[src/rtl/wpf_pkg.sv]
package wpf_pkg;

  localparam int MAX_POOL_DEF    = 8;
  localparam int MAX_WIDTH_DEF   = 1024;
  localparam int SAMPLE_BITS_DEF = 16;

  localparam int MAX_HEIGHT = 1024;
  localparam int ROW_W      = 10;
  localparam int OUT_POS_W  = 10;
  localparam int CMP_W      = 16;
  localparam int APB_AW     = 5;
  localparam int APB_DW     = 32;

  typedef enum logic [1:0] {
    MODE_MAX     = 2'd0,
    MODE_MIN     = 2'd1,
    MODE_AVERAGE = 2'd2,
    MODE_AVG_ALT = 2'd3
  } pool_mode_t;

  typedef enum logic [2:0] {
    REG_MODE   = 3'd0,
    REG_PW     = 3'd1,
    REG_PH     = 3'd2,
    REG_STRIDE = 3'd3,
    REG_IW     = 3'd4,
    REG_IH     = 3'd5,
    REG_NONE6  = 3'd6,
    REG_NONE7  = 3'd7
  } reg_idx_t;

  typedef enum logic [5:0] {
    ST_IDLE = 6'b000001,
    ST_LOAD = 6'b000010,
    ST_LACC = 6'b000100,
    ST_SHFT = 6'b001000,
    ST_RED  = 6'b010000,
    ST_DIV  = 6'b100000
  } state_t;

endpackage

[src/rtl/wpf_div.sv]
module wpf_div
  import wpf_pkg::*;
#(
  parameter int TSW = SAMPLE_BITS_DEF + 6,
  parameter int DVW = 7,
  parameter int SB  = SAMPLE_BITS_DEF
) (
  input  logic                  clk,
  input  logic                  rst_n,
  input  logic                  start,
  input  logic signed [TSW-1:0] dividend,
  input  logic [DVW-1:0]        divisor,
  output logic                  done,
  output logic signed [SB-1:0]  quotient
);

  localparam int CNT_W = $clog2(TSW + 1);

  logic             busy_r, done_r, neg_r;
  logic [CNT_W-1:0] cnt_r;
  logic [TSW-1:0]   quo_r;
  logic [DVW-1:0]   rem_r, dvs_r;
  logic [DVW:0]     trial;
  logic             qbit;
  logic [TSW-1:0]   mag;
  logic [TSW-1:0]   signed_q;

  assign mag   = dividend[TSW-1] ? TSW'(-dividend) : TSW'(dividend);
  assign trial = {rem_r, quo_r[TSW-1]};
  assign qbit  = (trial >= {1'b0, dvs_r});

  always_ff @(posedge clk) begin
    if (!rst_n) begin
      busy_r <= 1'b0;
      done_r <= 1'b0;
      cnt_r  <= '0;
    end else begin
      done_r <= 1'b0;
      if (start) begin
        busy_r <= 1'b1;
        cnt_r  <= CNT_W'(TSW);
      end else if (busy_r) begin
        cnt_r <= cnt_r - CNT_W'(1);
        if (cnt_r == CNT_W'(1)) begin
          busy_r <= 1'b0;
          done_r <= 1'b1;
        end
      end
    end
  end

  always_ff @(posedge clk) begin
    if (start) begin
      quo_r <= mag;
      rem_r <= '0;
      dvs_r <= divisor;
      neg_r <= dividend[TSW-1];
    end else if (busy_r) begin
      quo_r <= {quo_r[TSW-2:0], qbit};
      rem_r <= qbit ? DVW'(trial - {1'b0, dvs_r}) : trial[DVW-1:0];
    end
  end

  assign signed_q = neg_r ? TSW'(-quo_r) : quo_r;
  assign quotient = signed_q[SB-1:0];
  assign done     = done_r;

  always_ff @(posedge clk) begin
    if (rst_n) begin
      assert (!(start && busy_r)) else $error("divider restarted while busy");
      assert (!(done_r && busy_r)) else $error("divider done while busy");
    end
  end
  a_cnt_range: assert property (@(posedge clk) disable iff (!rst_n)
    busy_r |-> (cnt_r != '0)) else $error("divider count ran out while busy");

endmodule

[config.mk]
export PLATFORM = sky130hd
export DESIGN_NAME = wpf_div
export DESIGN_NICKNAME = d
export VERILOG_FILES = /design/src/rtl/wpf_pkg.sv /design/src/rtl/wpf_div.sv
export SDC_FILE = /design/constraint.sdc
export NUM_CORES = 1
export LEC_CHECK = 0
export ABC_AREA = 0
export ABC_CLOCK_PERIOD_IN_PS = 2760
export BUFFER_PORTS_ARGS = -buffer_cell sky130_fd_sc_hd__buf_2
export CAP_MARGIN = 0
export CORE_MARGIN = 5
export CORE_UTILIZATION = 50
export DETAILED_ROUTE_END_ITERATION = 10
export GPL_TIMING_DRIVEN = 0
export PLACE_DENSITY_LB_ADDON = 0.12
export REMOVE_ABC_BUFFERS = 1
export SYNTH_ARGS = -nofsm -noshare
export SYNTH_HDL_FRONTEND = slang
export SYNTH_SLANG_ARGS = --single-unit
[constraint.sdc]
create_clock -name clk -period 2.76 [get_ports clk]
set_clock_uncertainty 0.15 [all_clocks]
set_input_delay 0.276 -clock clk [delete_from_list [all_inputs] [get_ports clk]]
set_output_delay 0.276 -clock clk [all_outputs]
set_load 0.01 [all_outputs]
==> metrics.txt <==
total die area=0.00785 mm^2; I/O Buffers=48; critical path data arrival time=2.21 ns; main flop type after synthesis=edfxtp_1; core footprint=0.00596 mm^2; Chip Height=88.6 um; number of global-route vias before repair=2423; Post-synth ARST share=0; slowest stage delay, CP=0.55 ns; post-synthesis sequential area ratio=0.382; fraction of layout cells with a size suffix above 1=0.214; initial drt markers=140; final antenna-violating net count=0; Skew-Pair Late Insertion Delay=0.30 ns; number of CTS-inserted buffers=5; unrepaired setup endpoints after global routing=no; Slowest-stage cell, CP=or4b_4; Leak=1.42 nW; Site Rows=28; largest net degree at the start of global routing=54; Final Critical Period=2.63 ns; Post-route DRC=0; post-detailed-placement half-perimeter wirelength=4.84 mm; Startpoint Class=flip-flop; Tightest Pin Transition=0.671 ns; path category of the worst min-delay check=input port to flip-flop; detailed-route wire length=7.02 mm; commonest non-fill, non-tap cell in the layout=buf_2; via/cell ratio=5.79; Total GRT Usage=0.185; GRT overflow=0; final net count=430; initial core utilization=0.519; area delta synth->final=16.9%; final worst slack=0.126 ns; kind of critical path=flip-flop to output pin; TritonCTS Sinks=44; Root Driver=clkbuf_8; flops & latches, synth=44; worst-case vdd ir drop=0.000236 V; Slew Limit Headroom=0.550; Final Setup Violations=0; crit-path max FO=5; Crit. End Element=output pin; # fillers=541; diode count=0; commonest non-fill, non-tap cells in the layout=buf_2, edfxtp_1, nor2_1; drt pass-1 iters=4; vias post-DR=2673; status=complete, no violations; Cell Pwr Density=506 mW/mm^2; Post-synth EDFFs=30; max frequency=0.380 GHz; Final Cycle Share=0.954; WP data required=2.33 ns; Mapped Area=0.00309 mm^2; fin. max-slew vios=0; WL per Instance=15.2 um; final core occ=0.607; I/O Pins=49; initial antenna violation count=0; yosys warns=0; Syn Area/Cell=9.12 um^2; Reg clk slew, reported paths=0.09 ns; H-tree depth=2; CTS max path bufs=2; crit-path cells=or3_4, or4b_4, o31ai_2, xnor2_1, buf_2; routability cong.=0.789; Hold Vio Cnt, Final=0; Die X=88.6 um; first-pass GRT wire length=11.4 mm; distinct cell type count of the synthesized netlist=53; CTS tree=built; max cap viols=0; Mapped Cells=339; Final Power=1.83 mW; Setup Slack @ Placement=-0.368 ns
[cells in the mapped netlist (9+ instances only)]
master    instances  area (um^2)
xor2_1           12          105
inv_1            21         78.8
o21ai_0          14         70.1
edfxtp_1         30          901
and3_1            9         56.3
clkbuf_1         16         60.1
a21oi_1          18         90.1
o31ai_1          11         82.6
xnor2_1          21          184
nand2_1          23         86.3
ha_1             11          138
nor3_1            9         45.0
dfxtp_1          14          280
or4_1            11         82.6
nor2_1           26         97.6
[sequential cells by signal, indices dropped and copies added, names as in the netlist]
| signal | cells |
|---|---|
| quo_r | 22 |
| dvs_r | 7 |
| rem_r | 7 |
| cnt_r | 5 |
| busy_r | 1 |
| done | 1 |
| neg_r | 1 |
[metrics by stage]
step / hold slack, ns / TNS, ns / cells / instance area [um^2]
floorplan: 0.225 / 0 / 317 / 2990
global placement: 0.302 / -8.41 / 440 / 3320
detailed placement: 0.304 / -8.59 / 440 / 3320
CTS: 0.0985 / -0.000216 / 457 / 3550
global route: 0.103 / 0 / 462 / 3610
finish: 0.113 / 0 / 462 / 3610
[worst paths after layout]
| kind | startpoint | end | slack, ns | depth (start not counted) |
|---|---|---|---|---|
| hold / removal | rst_n | busy_r | 0.11 | 2 |
| setup / recovery | quo_r[7] | quotient[12] | 0.13 | 5 |
| hold reg to reg | rem_r[1] | rem_r[2] | 0.39 | 2 |
| setup reg to reg | quo_r[21] | rem_r[2] | 0.37 | 7 |
[kinds of logic (layout without fill, tap and decap cells)]
group / count (synthesis) / in the layout / share of synthesized area
muxes: 4 / 4 / 0.0134
DFF: 44 / 44 / 0.382
adders and majority gates: 12 / 12 / 0.0510
and+or+nand+nor: 123 / 123 / 0.224
AOI/OAI and AO/OA: 80 / 80 / 0.178
buffers and inverters: 43 / 91 / 0.0583
xor gates and xnor gates: 33 / 33 / 0.0935
[power by group]
part	total, mW	internal [mW]	switching [mW]
clock	0.548	0.325	0.222
sequential	0.835	0.778	0.0566
combinational	0.447	0.208	0.240
[cell type report]
type | count | area [um^2] | share of cell area
clock buffers | 7 | 97.6 | 0.0270
clock inverters | 1 | 30.0 | 0.00831
inverters | 21 | 82.6 | 0.0229
multi-input cells | 252 | 1770 | 0.489
flip-flops and latches | 44 | 1180 | 0.327
well taps | 75 | 93.8 | 0.0260
repair buffers | 61 | 358 | 0.0990
repair inverters | 1 | 5.00 | 0.00139
[per-layer routing]
layer / vias up / GRT usage / wire, um
met3: 6 / 0.0400 / 357
met4: 0 / 0.0481 / 68
met5: - / 0 / 0
met2: 59 / 0.310 / 3250
met1: 1252 / 0.241 / 3340
li1: 1356 / - / -
[critical path, delay by kind of cell, from the launching register on]
family | cells | cell delay, ns
AO/OA/AOI/OAI | 1 | 0.22
XOR/XNOR | 1 | 0.14
buffers and inverters | 1 | 0.15
flip-flops | 1 | 0.46
AND/OR/NAND/NOR | 2 | 0.93
[what timing repair did]
action	in CTS	in global routing
pin swaps	0	0
endpoints found under the setup margin	25	8
gates resized for setup	5	6
hold endpoints to repair	7	0
buffers inserted	1	5
hold buffers	7	0
gates cloned	1	0
(Power assumes the default switching activity.)
