`config.mk`:
```
export PLATFORM = sky130hd
export DESIGN_NAME = wpf_cell
export DESIGN_NICKNAME = d
export VERILOG_FILES = /design/src/rtl/wpf_pkg.sv /design/src/rtl/wpf_cell.sv
export SDC_FILE = /design/constraint.sdc
export NUM_CORES = 1
export LEC_CHECK = 0
export ABC_AREA = 1
export BUFFER_PORTS_ARGS = -buffer_cell sky130_fd_sc_hd__buf_2
export CAP_MARGIN = 15
export CORE_UTILIZATION = 40
export CTS_CLUSTER_DIAMETER = 60
export DETAILED_ROUTE_END_ITERATION = 10
export PLACE_DENSITY = 0.78
export SLEW_MARGIN = 20
export SYNTH_ARGS = -nofsm -noshare
export SYNTH_HDL_FRONTEND = slang
export SYNTH_SLANG_ARGS = --single-unit
```
`constraint.sdc`:
```
create_clock -name clk -period 0.8 [get_ports clk]
set_clock_uncertainty 0.1 [all_clocks]
set_input_delay 0.16 -clock clk [delete_from_list [all_inputs] [get_ports clk]]
set_output_delay 0.16 -clock clk [all_outputs]
set_load 0.1 [all_outputs]
```
`src/rtl/wpf_pkg.sv`:
```
package wpf_pkg;

  localparam int MAX_POOL_DEF    = 8;
  localparam int MAX_WIDTH_DEF   = 1024;
  localparam int SAMPLE_BITS_DEF = 16;

  localparam int MAX_HEIGHT = 1024;
  localparam int ROW_W      = 10;
  localparam int OUT_POS_W  = 10;
  localparam int CMP_W      = 16;
  localparam int APB_AW     = 5;
  localparam int APB_DW     = 32;

  typedef enum logic [1:0] {
    MODE_MAX     = 2'd0,
    MODE_MIN     = 2'd1,
    MODE_AVERAGE = 2'd2,
    MODE_AVG_ALT = 2'd3
  } pool_mode_t;

  typedef enum logic [2:0] {
    REG_MODE   = 3'd0,
    REG_PW     = 3'd1,
    REG_PH     = 3'd2,
    REG_STRIDE = 3'd3,
    REG_IW     = 3'd4,
    REG_IH     = 3'd5,
    REG_NONE6  = 3'd6,
    REG_NONE7  = 3'd7
  } reg_idx_t;

  typedef enum logic [5:0] {
    ST_IDLE = 6'b000001,
    ST_LOAD = 6'b000010,
    ST_LACC = 6'b000100,
    ST_SHFT = 6'b001000,
    ST_RED  = 6'b010000,
    ST_DIV  = 6'b100000
  } state_t;

endpackage

```
`src/rtl/wpf_cell.sv`:
```
module wpf_cell
  import wpf_pkg::*;
#(
  parameter int SB  = SAMPLE_BITS_DEF,
  parameter int CSW = SAMPLE_BITS_DEF + 3
) (
  input  logic                  clk,
  input  logic                  shift_en,
  input  logic signed [SB-1:0]  in_max,
  input  logic signed [SB-1:0]  in_min,
  input  logic signed [CSW-1:0] in_sum,
  output logic signed [SB-1:0]  out_max,
  output logic signed [SB-1:0]  out_min,
  output logic signed [CSW-1:0] out_sum
);

  logic signed [SB-1:0]  max_r;
  logic signed [SB-1:0]  min_r;
  logic signed [CSW-1:0] sum_r;

  always_ff @(posedge clk) begin
    if (shift_en) begin
      max_r <= in_max;
      min_r <= in_min;
      sum_r <= in_sum;
    end
  end

  assign out_max = max_r;
  assign out_min = min_r;
  assign out_sum = sum_r;

endmodule

```
==> reports/results.txt, run 1 <==
CTS tree: built
Register area: 0.00153 mm2
Max FO, Critical Path: 1
Sequential share of power: 44.3%
First-pass GRT wire length: 5220 um
Seq cells post-synth: 51
Fin crit period: 1.20 ns
Pint: 4.96 mW
Setup Fix Bufs, Post-CTS: 0
Clock-pin slew on the worst setup and hold paths: 0.08 ns
Post-DP Area: 0.00291 mm2
Share of the synthesized area in the top cell type: 100%
Layout Area Growth over Synthesis: 97.2%
Layout cells sized above 1: 68.3%
Num CTS Buffers: 5
Root buffer cell: clkbuf_8
Top Ports: 104
Die W: 63.9 um
Core Rows: 22
#MultiIn Comb: 0
Hold Startpoint: in_max[6]
Crit-path slowest cell: edfxtp_1
Synth area leader: edfxtp_1
Failing checks: hold timing, setup timing
Setup crit start kind: flip-flop
Worst setup margin: -0.396 ns
Area contributors post-synth: edfxtp_1 100%
VDD IR max: 1810 uV
Worst slew pin tran: 0.147 ns
Final Cycle Share: 150%
Number of global-route vias before repair: 1017
# fillers: 168
Crit path depth: 1
Endpoint class of the critical path: primary output
DR WL/cell: 16.6 um
Drt via density: 4.42
Share of power burned in the clock network: 22.2%
Synth cell types: 1
Net Count, Synth: 104
Worst Hold Endpoint: out_max[6]$_DFFE_PP_
Number of max-cap violations: 0
Antenna violations before repair: 0
Via count: 937
Number of detailed-route iterations in the first pass: 4
CP delay by family, top: flip-flops
Worst-path cell chain: buf_12
Crit path DAT: 0.94 ns
Clock Tree Buf Depth: 2
Number of antenna diodes: 0
Largest net degree at the start of global routing: 27
Switching share of total power: 34.6%
Worst hold slack: -0.0661 ns
NumNets Final: 216
Total wire length: 3510 um
Die area: 0.00408 mm2
Final hold violations: 51
Mapped Area: 0.00153 mm2
GRT overflow: 0
Overall Power: 7.58 mW
Slew Limit Fails: 0
RSZ-0062 raised after global routing: true
CP peak stage delay: 0.44 ns
Cells after Synth: 51
Pwr per Cell Area: 2510 mW/mm2
Mean Syn Cell Area: 30.0 um2
Die Ht: 63.9 um
Total clock sinks: 51
GRT Total Usage: 18.6%
1st-iter DRT viols: 39
Yosys warning count: 0
Post-synthesis sequential area ratio: 100%
Starting Density: 41.8%
CP bufs+invs: 1
WP data required: 0.54 ns
Status: complete, but fails checks
Switching power: 2.62 mW
Final-report setup violation count: 51
Footprint of the multi-input gates: 0 um2
Remaining DRCs: 0
Core area: 0.00366 mm2
Worst hold path cell count: 1
Slew headroom: 90.2%
Comb pwr share: 33.4%
Leak: 1.26 nW
Finished layout cell area: 0.00302 mm2
Routed Antenna Nets: 0
Hold Path Class: input pin to flip-flop
Final RePlAce weighted congestion: 0.639
# H-tree levels: 2
F_max: 0.836 GHz
WS Path Type: flip-flop to primary output
Port-buffer cells: 103
## logic make-up after synthesis
family	count (synthesis)	synth area share [%]
flip-flops	51	100
## state kept, by name, summed over array words and instances (netlist names)
register and cells:
out_max 16, out_min 16, out_sum 19
## cell usage in the layout (no fill, tap or decap), drive strengths merged
cell type,n
bufinv,1
clkinv,2
clkbuf,5
edfxtp,51
buf,105
## layout make-up
cell class	count	area share, %
well taps	48	1.99
flip-flops and latches	51	50.7
repair buffers	105	43.7
clock inverters	3	1.28
clock buffers	5	2.28
## metal layers
| metal | part of all wire (%) | track usage, % |
|---|---|---|
| met5 | 0 | 0 |
| met4 | 2.4 | 10.5 |
| met3 | 7.2 | 5.71 |
| met2 | 59 | 34.8 |
| met1 | 31 | 17.5 |
## repair_timing
| item | 4_1_cts | 5_1_grt |
|---|---|---|
| gates resized for setup | 0 | 0 |
| hold endpoints to repair | 51 | 51 |
| setup endpoints to repair | 51 | 51 |
| gates cloned | 0 | 0 |
## cell usage after synthesis
cell type and number:
edfxtp_1 51
## how the worst max path moves through the flow
stage / startpoint / end / slack, ns
final: out_min[7]$_DFFE_PP_ / out_min[7] / -0.40
after global routing: out_min[0]$_DFFE_PP_ / out_min[0] / -0.43
after floorplan: out_max[0]$_DFFE_PP_ / out_max[0] / -0.36
after global placement: shift_en / out_sum[18]$_DFFE_PP_ / -0.09
after detailed placement: shift_en / out_max[13]$_DFFE_PP_ / -0.10
after CTS: out_min[0]$_DFFE_PP_ / out_min[0] / -0.42
## power groups by stage
| stage | Sequential, mW | Combinational [mW] | Clock, mW |
|---|---|---|---|
| 2_1_floorplan | 4.81 | 0 | 0 |
| 5_1_grt | 3.38 | 2.57 | 1.81 |
| 3_3_place_gp | 3.41 | 2.51 | 0 |
| 6_report | 3.36 | 2.53 | 1.69 |
| 3_5_place_dp | 3.43 | 2.55 | 0 |
| 4_1_cts | 3.37 | 2.55 | 1.73 |
## through the flow
step	instances	util, %	TNS [ns]	worst slack, ns	hold slack, ns
after detailed placement	204	79.6	-7.78	-0.104	0.238
after global routing	212	82.5	-20.62	-0.433	-0.0874
after floorplan	51	-	-18.56	-0.364	0.159
after global placement	204	79.6	-6.55	-0.0924	0.237
after CTS	212	82.5	-19.81	-0.421	-0.0783
final	212	82.5	-18.95	-0.396	-0.0661
(Power assumes the default switching activity.)
==> run 2: changes to the inputs <==
--- a/config.mk
+++ b/config.mk
@@ -8,10 +8,11 @@
 export ABC_AREA = 1
 export BUFFER_PORTS_ARGS = -buffer_cell sky130_fd_sc_hd__buf_2
 export CAP_MARGIN = 15
-export CORE_UTILIZATION = 40
+export CORE_UTILIZATION = 36
 export CTS_CLUSTER_DIAMETER = 60
 export DETAILED_ROUTE_END_ITERATION = 10
-export PLACE_DENSITY = 0.78
+export PLACE_DENSITY = 0.74
+export SETUP_SLACK_MARGIN = 0.2
 export SLEW_MARGIN = 20
 export SYNTH_ARGS = -nofsm -noshare
 export SYNTH_HDL_FRONTEND = slang
==> constraint.sdc (replaced) <==
create_clock -name clk -period 1.1 [get_ports clk]
set_clock_uncertainty 0.1 [all_clocks]
set_input_delay 0.22 -clock clk [delete_from_list [all_inputs] [get_ports clk]]
set_output_delay 0.22 -clock clk [all_outputs]
set_load 0.1 [all_outputs]
==> reports/results.txt, run 2 (synthesized netlist as in run 1, its figures left out) <==
GRT overflow: 0 (unchanged)
Total wire length: 3570 um (+1.6%)
Pwr per Cell Area: 1610 mW/mm2 (-36%)
F_max: 0.794 GHz
CP bufs+invs: 1 (unchanged)
Clock-pin slew on the worst setup and hold paths: 0.08 ns (about the same)
Most frequent cells in the layout: 53 x buf_12, 52 x buf_2, 51 x edfxtp_1, 28 x dlygate4sd3_1, 5 x clkbuf_8
Worst slew pin tran: 0.153 ns (+0.00583 ns)
Antenna violations before repair: 0 (unchanged)
Leak: 1.41 nW (+12%)
Routed Antenna Nets: 0 (unchanged)
Die W: 67.2 um (+5.2%)
Setup crit start kind: flip-flop
Met2 Track Usage GR: 26.1% (-8.7 points)
Slew headroom: 89.8% (-0.39 points)
1st-iter DRT viols: 34 (-13%)
Final hold violations: 1 (-98%)
Endpoint class of the critical path: primary output
# H-tree levels: 2 (unchanged)
Worst-path cell chain: buf_12
WP data required: 0.78 ns (+0.24 ns)
# fillers: 210 (+25%)
First-pass GRT wire length: 4660 um (-11%)
Failing checks: hold timing, setup timing
Overall Power: 5.34 mW (-30%)
Num CTS Buffers: 5 (unchanged)
Critical Path Start: out_sum[7]$_DFFE_PP_
Gr busiest metal: met2
Die area: 0.00452 mm2 (+11%)
Hold Path Class: input pin to flip-flop
Number of global-route vias before repair: 967 (-4.9%)
Number of max-cap violations: 0 (unchanged)
Commonest non-fill, non-tap cell in the layout: buf_12
Drt via density: 4.21 (-4.7%)
Crit-path slowest cell: edfxtp_1
Largest net degree at the start of global routing: 27 (unchanged)
CTS tree: built
Hold Startpoint: in_sum[5]
Core Rows: 23 (+4.5%)
Final Cycle Share: 115%
Port-buffer cells: 103 (unchanged)
GRT Total Usage: 15.3% (-3.3 points)
Number of detailed-route iterations in the first pass: 4 (unchanged)
Total clock sinks: 51 (unchanged)
Layout cells sized above 1: 56.1% (-12 points)
Layout Area Growth over Synthesis: 117%
Worst setup margin: -0.160 ns (+0.237 ns)
Slew Limit Fails: 0 (unchanged)
Max FO, Critical Path: 1 (unchanged)
RSZ-0062 raised after global routing: true
Final RePlAce weighted congestion: 0.685 (+7.1%)
#MultiIn Comb: 0 (unchanged)
Status: complete, but fails checks
Met1 Usage GRT: 14.6% (-2.9 points)
Fin crit period: 1.26 ns
Top Ports: 104 (unchanged)
Die Ht: 67.2 um (+5.2%)
Final-report setup violation count: 51 (unchanged)
Clock Tree Buf Depth: 2 (unchanged)
Setup Fix Bufs, Post-CTS: 0 (unchanged)
Met3 Usage GRT: 9.29% (+3.6 points)
Number of antenna diodes: 0 (unchanged)
CP peak stage delay: 0.45 ns (about the same)
DR WL/cell: 14.5 um (-12%)
Footprint of the multi-input gates: 0 um2 (unchanged)
Worst hold slack: -0.000231 ns (+0.0658 ns)
Remaining DRCs: 0 (unchanged)
NumNets Final: 248 (+15%)
VDD IR max: 1030 uV (-43%)
Via count: 1036 (+11%)
Starting Density: 38.0% (-3.8 points)
Max reg flops: 19 (unchanged)
Core area: 0.00403 mm2 (+10%)
Crit path DAT: 0.94 ns (about the same)
Post-route setup TNS: -6.33 ns (+12.62 ns)
CP delay by family, top: flip-flops
Root buffer cell: clkbuf_8
WS Path Type: flip-flop to primary output
-- run 2: cell types whose count changed in the layout (fill, tap and decap cells not counted) --
| cell | previous run | this run |
|---|---|---|
| clkinv_2 | 1 | 0 |
| dlymetal6s4s_1 | 0 | 4 |
| clkinv_1 | 1 | 2 |
| bufinv_16 | 1 | 0 |
| dlygate4sd3_1 | 0 | 28 |
| clkbuf_1 | 0 | 1 |
-- run 2: per-stage QoR --
| step | setup WS [ns] | hold WS, ns | instances | area [um2] | utilization, % |
|---|---|---|---|---|---|
| floorplan | -0.124 | 0.219 | 51 | 1530 | - |
| global placement | 0.150 | 0.298 | 206 | 2920 | 72.4 |
| detailed placement | 0.134 | 0.298 | 206 | 2920 | 72.4 |
| CTS | -0.175 | -0.00986 | 222 | 3080 | 76.3 |
| global route | -0.184 | -0.00930 | 246 | 3330 | 82.5 |
| finish | -0.160 | -0.000231 | 246 | 3330 | 82.5 |
-- run 2: cell type report --
class	count	area (um2)	area share, %
Tap cell	50	62.6	1.88
Timing Repair Buffer	137	1650	49.7
Sequential cell	51	1530	46.0
Clock buffer	6	72.6	2.18
Clock inverter	2	7.51	0.226
-- run 2: final timing paths --
| path | slack [ns] | cells after the start | to |
|---|---|---|---|
| worst max-delay path | -0.16 | 1 | out_sum[7] |
| worst min-delay path | -0.0002 | 1 | out_sum[5]$_DFFE_PP_ |
-- run 2: timing repair --
| item | in CTS | in global routing |
|---|---|---|
| pin swaps | 0 | 0 |
| setup endpoints to repair | 51 | 55 |
| endpoints found under the hold margin | 42 | 40 |
| hold buffers | 8 | 24 |
| resized for setup | 0 | 4 |
-- run 2: routing by layer --
metal	wire length, um	share of wire, %
met5	0	0
met4	53	1.5
met3	345	9.7
met2	1950	55
met1	1220	34
-- run 2: power breakdown --
| group | switching (mW) | internal (mW) |
|---|---|---|
| Sequential | 0.124 | 2.32 |
| Clock | 0.541 | 0.434 |
| Combinational | 1.23 | 0.703 |
| Total | 1.89 | 3.45 |
==> run 3: changes to the inputs <==
--- a/config.mk
+++ b/config.mk
@@ -8,10 +8,10 @@
 export ABC_AREA = 1
 export BUFFER_PORTS_ARGS = -buffer_cell sky130_fd_sc_hd__buf_2
 export CAP_MARGIN = 15
-export CORE_UTILIZATION = 36
+export CORE_UTILIZATION = 43
 export CTS_CLUSTER_DIAMETER = 60
 export DETAILED_ROUTE_END_ITERATION = 10
-export PLACE_DENSITY = 0.74
+export PLACE_DENSITY = 0.86
 export SETUP_SLACK_MARGIN = 0.2
 export SLEW_MARGIN = 20
 export SYNTH_ARGS = -nofsm -noshare
==> constraint.sdc (replaced) <==
create_clock -name clk -period 1.5 [get_ports clk]
set_clock_uncertainty 0.1 [all_clocks]
set_input_delay 0.3 -clock clk [delete_from_list [all_inputs] [get_ports clk]]
set_output_delay 0.3 -clock clk [all_outputs]
set_load 0.1 [all_outputs]
==> reports/results.txt, run 3 (synthesized netlist as in run 1, its figures left out) <==
Critical Path Start: out_sum[4]$_DFFE_PP_
Port-buffer cells: 103 (unchanged)
Final core occ: 81.1% (-1.4 points)
Crit-path slowest cell: edfxtp_1
Routed Antenna Nets: 0 (unchanged)
Non-Filler Instances: 232 (-5.7%)
Worst slew pin tran: 0.260 ns (+0.107 ns)
GRT Total Usage: 18.2% (+3.0 points)
Number of detailed-route iterations in the first pass: 4 (unchanged)
RSZ-0062 raised after global routing: true
CP bufs+invs: 1 (unchanged)
Endpoint class of the critical path: primary output
Commonest non-fill, non-tap cell in the layout: buf_2
CP delay by family, top: flip-flops
1st-iter DRT viols: 34 (unchanged)
Finished layout cell area: 0.00273 mm2 (-18%)
Crit path DAT: 1.00 ns (+0.06 ns)
Hold Path Class: input pin to flip-flop
# H-tree levels: 2 (unchanged)
CP peak stage delay: 0.45 ns (about the same)
Die W: 61.7 um (-8.2%)
Post-DP Area: 0.00212 mm2 (-27%)
Largest net degree at the start of global routing: 52 (+93%)
Crit path depth: 1 (unchanged)
Setup crit start kind: flip-flop
Status: complete, no violations
Antenna violations before repair: 0 (unchanged)
Top Ports: 104 (unchanged)
Core Rows: 21 (-8.7%)
Die area: 0.00380 mm2 (-16%)
Via count: 1037 (+0.097%)
Number of global-route vias before repair: 1014 (+4.9%)
Remaining DRCs: 0 (unchanged)
Number of max-cap violations: 0 (unchanged)
Max FO, Critical Path: 1 (unchanged)
DP Cell Count: 201 (-2.4%)
Num CTS Buffers: 5 (unchanged)
Clock-pin slew on the worst setup and hold paths: 0.14 ns (+0.06 ns)
NumNets Final: 238 (-4.0%)
Most frequent cells in the layout: 52 x buf_2, 51 x edfxtp_1, 51 x buf_6, 23 x dlygate4sd3_1, 5 x clkbuf_4
Final RePlAce weighted congestion: 0.627 (-8.4%)
Footprint of the multi-input gates: 0 um2 (unchanged)
WS Path Type: flip-flop to primary output
Max reg flops: 19 (unchanged)
Layout cells sized above 1: 59.7% (+3.6 points)
Register area: 0.00153 mm2 (unchanged)
Drt via density: 4.47 (+6.1%)
Slew Limit Fails: 0 (unchanged)
Total wire length: 3560 um (-0.34%)
Die Ht: 61.7 um (-8.2%)
WP data required: 1.10 ns (+0.32 ns)
# fillers: 176 (-16%)
Post-route setup TNS: 0 ns (+6.33 ns)
Core area: 0.00336 mm2 (-17%)
Clock Tree Buf Depth: 2 (unchanged)
GRT overflow: 0 (unchanged)
Final-report setup violation count: 0 (-100%)
Leak: 1.15 nW (-19%)
DR WL/cell: 15.3 um (+5.7%)
Final Cycle Share: 93.6%
Final hold violations: 0 (-1)
CTS tree: built
Starting Density: 45.5% (+7.5 points)
Root buffer cell: clkbuf_4
Slew headroom: 82.7% (-7.1 points)
Worst-path cell chain: buf_6
Worst hold slack: 0.0268 ns (+0.0270 ns)
Fin crit period: 1.40 ns
VDD IR max: 720 uV (-30%)
Pwr per Cell Area: 1290 mW/mm2 (-20%)
Worst setup path endpoint: out_sum[4]
Number of antenna diodes: 0 (unchanged)
F_max: 0.712 GHz
Total clock sinks: 51 (unchanged)
First-pass GRT wire length: 4550 um (-2.4%)
Layout Area Growth over Synthesis: 78.1%
#MultiIn Comb: 0 (unchanged)
run 3: worst min path at each step:
stage                          start               endpoint  slack, ns  cells past startpoint
final                     in_min[14]  out_min[14]$_DFFE_PP_       0.03                      1
after global routing      in_min[14]  out_min[14]$_DFFE_PP_      0.002                      1
after CTS                  in_sum[5]   out_sum[5]$_DFFE_PP_     0.0006                      1
after detailed placement   in_sum[6]   out_sum[6]$_DFFE_PP_       0.38                      1
after global placement     in_sum[4]   out_sum[4]$_DFFE_PP_       0.38                      1
after floorplan            in_max[0]   out_max[0]$_DFFE_PP_       0.30                      0
run 3: metal layers:
layer	share of wire (%)	GRT usage, %	vias up
li1	-	-	474
met1	34	17.0	485
met2	57	35.6	70
met3	7.4	4.62	8
met4	1.9	9.52	0
met5	0	0	-
run 3: final cells by class:
class                 instances  area share (%)
sequential                   51            56.1
clock inverter                2           0.459
tap                          46            2.11
clock buffer                  6            1.51
timing repair buffer        127            39.8
run 3: through the flow:
stage / worst slack [ns] / power, mW
2_1_floorplan: 0.196 / 2.56
3_3_place_gp: 0.374 / 2.74
3_5_place_dp: 0.346 / 2.76
4_1_cts: 0.0914 / 3.52
5_1_grt: 0.0628 / 3.61
6_report: 0.0955 / 3.51
run 3: repair_timing:
| item | CTS | global route |
|---|---|---|
| pin swaps | 0 | 0 |
| setup buffers | 0 | 0 |
| hold buffers | 22 | 1 |
| gates resized for setup | 102 | 0 |
| endpoints found under the setup margin | 51 | 51 |
| endpoints found under the hold margin | 22 | 1 |
run 3: where the power goes:
part	switching, mW	internal [mW]
clock network	0.386	0.182
logic	0.897	0.294
registers	0.0551	1.69
total	1.34	2.17
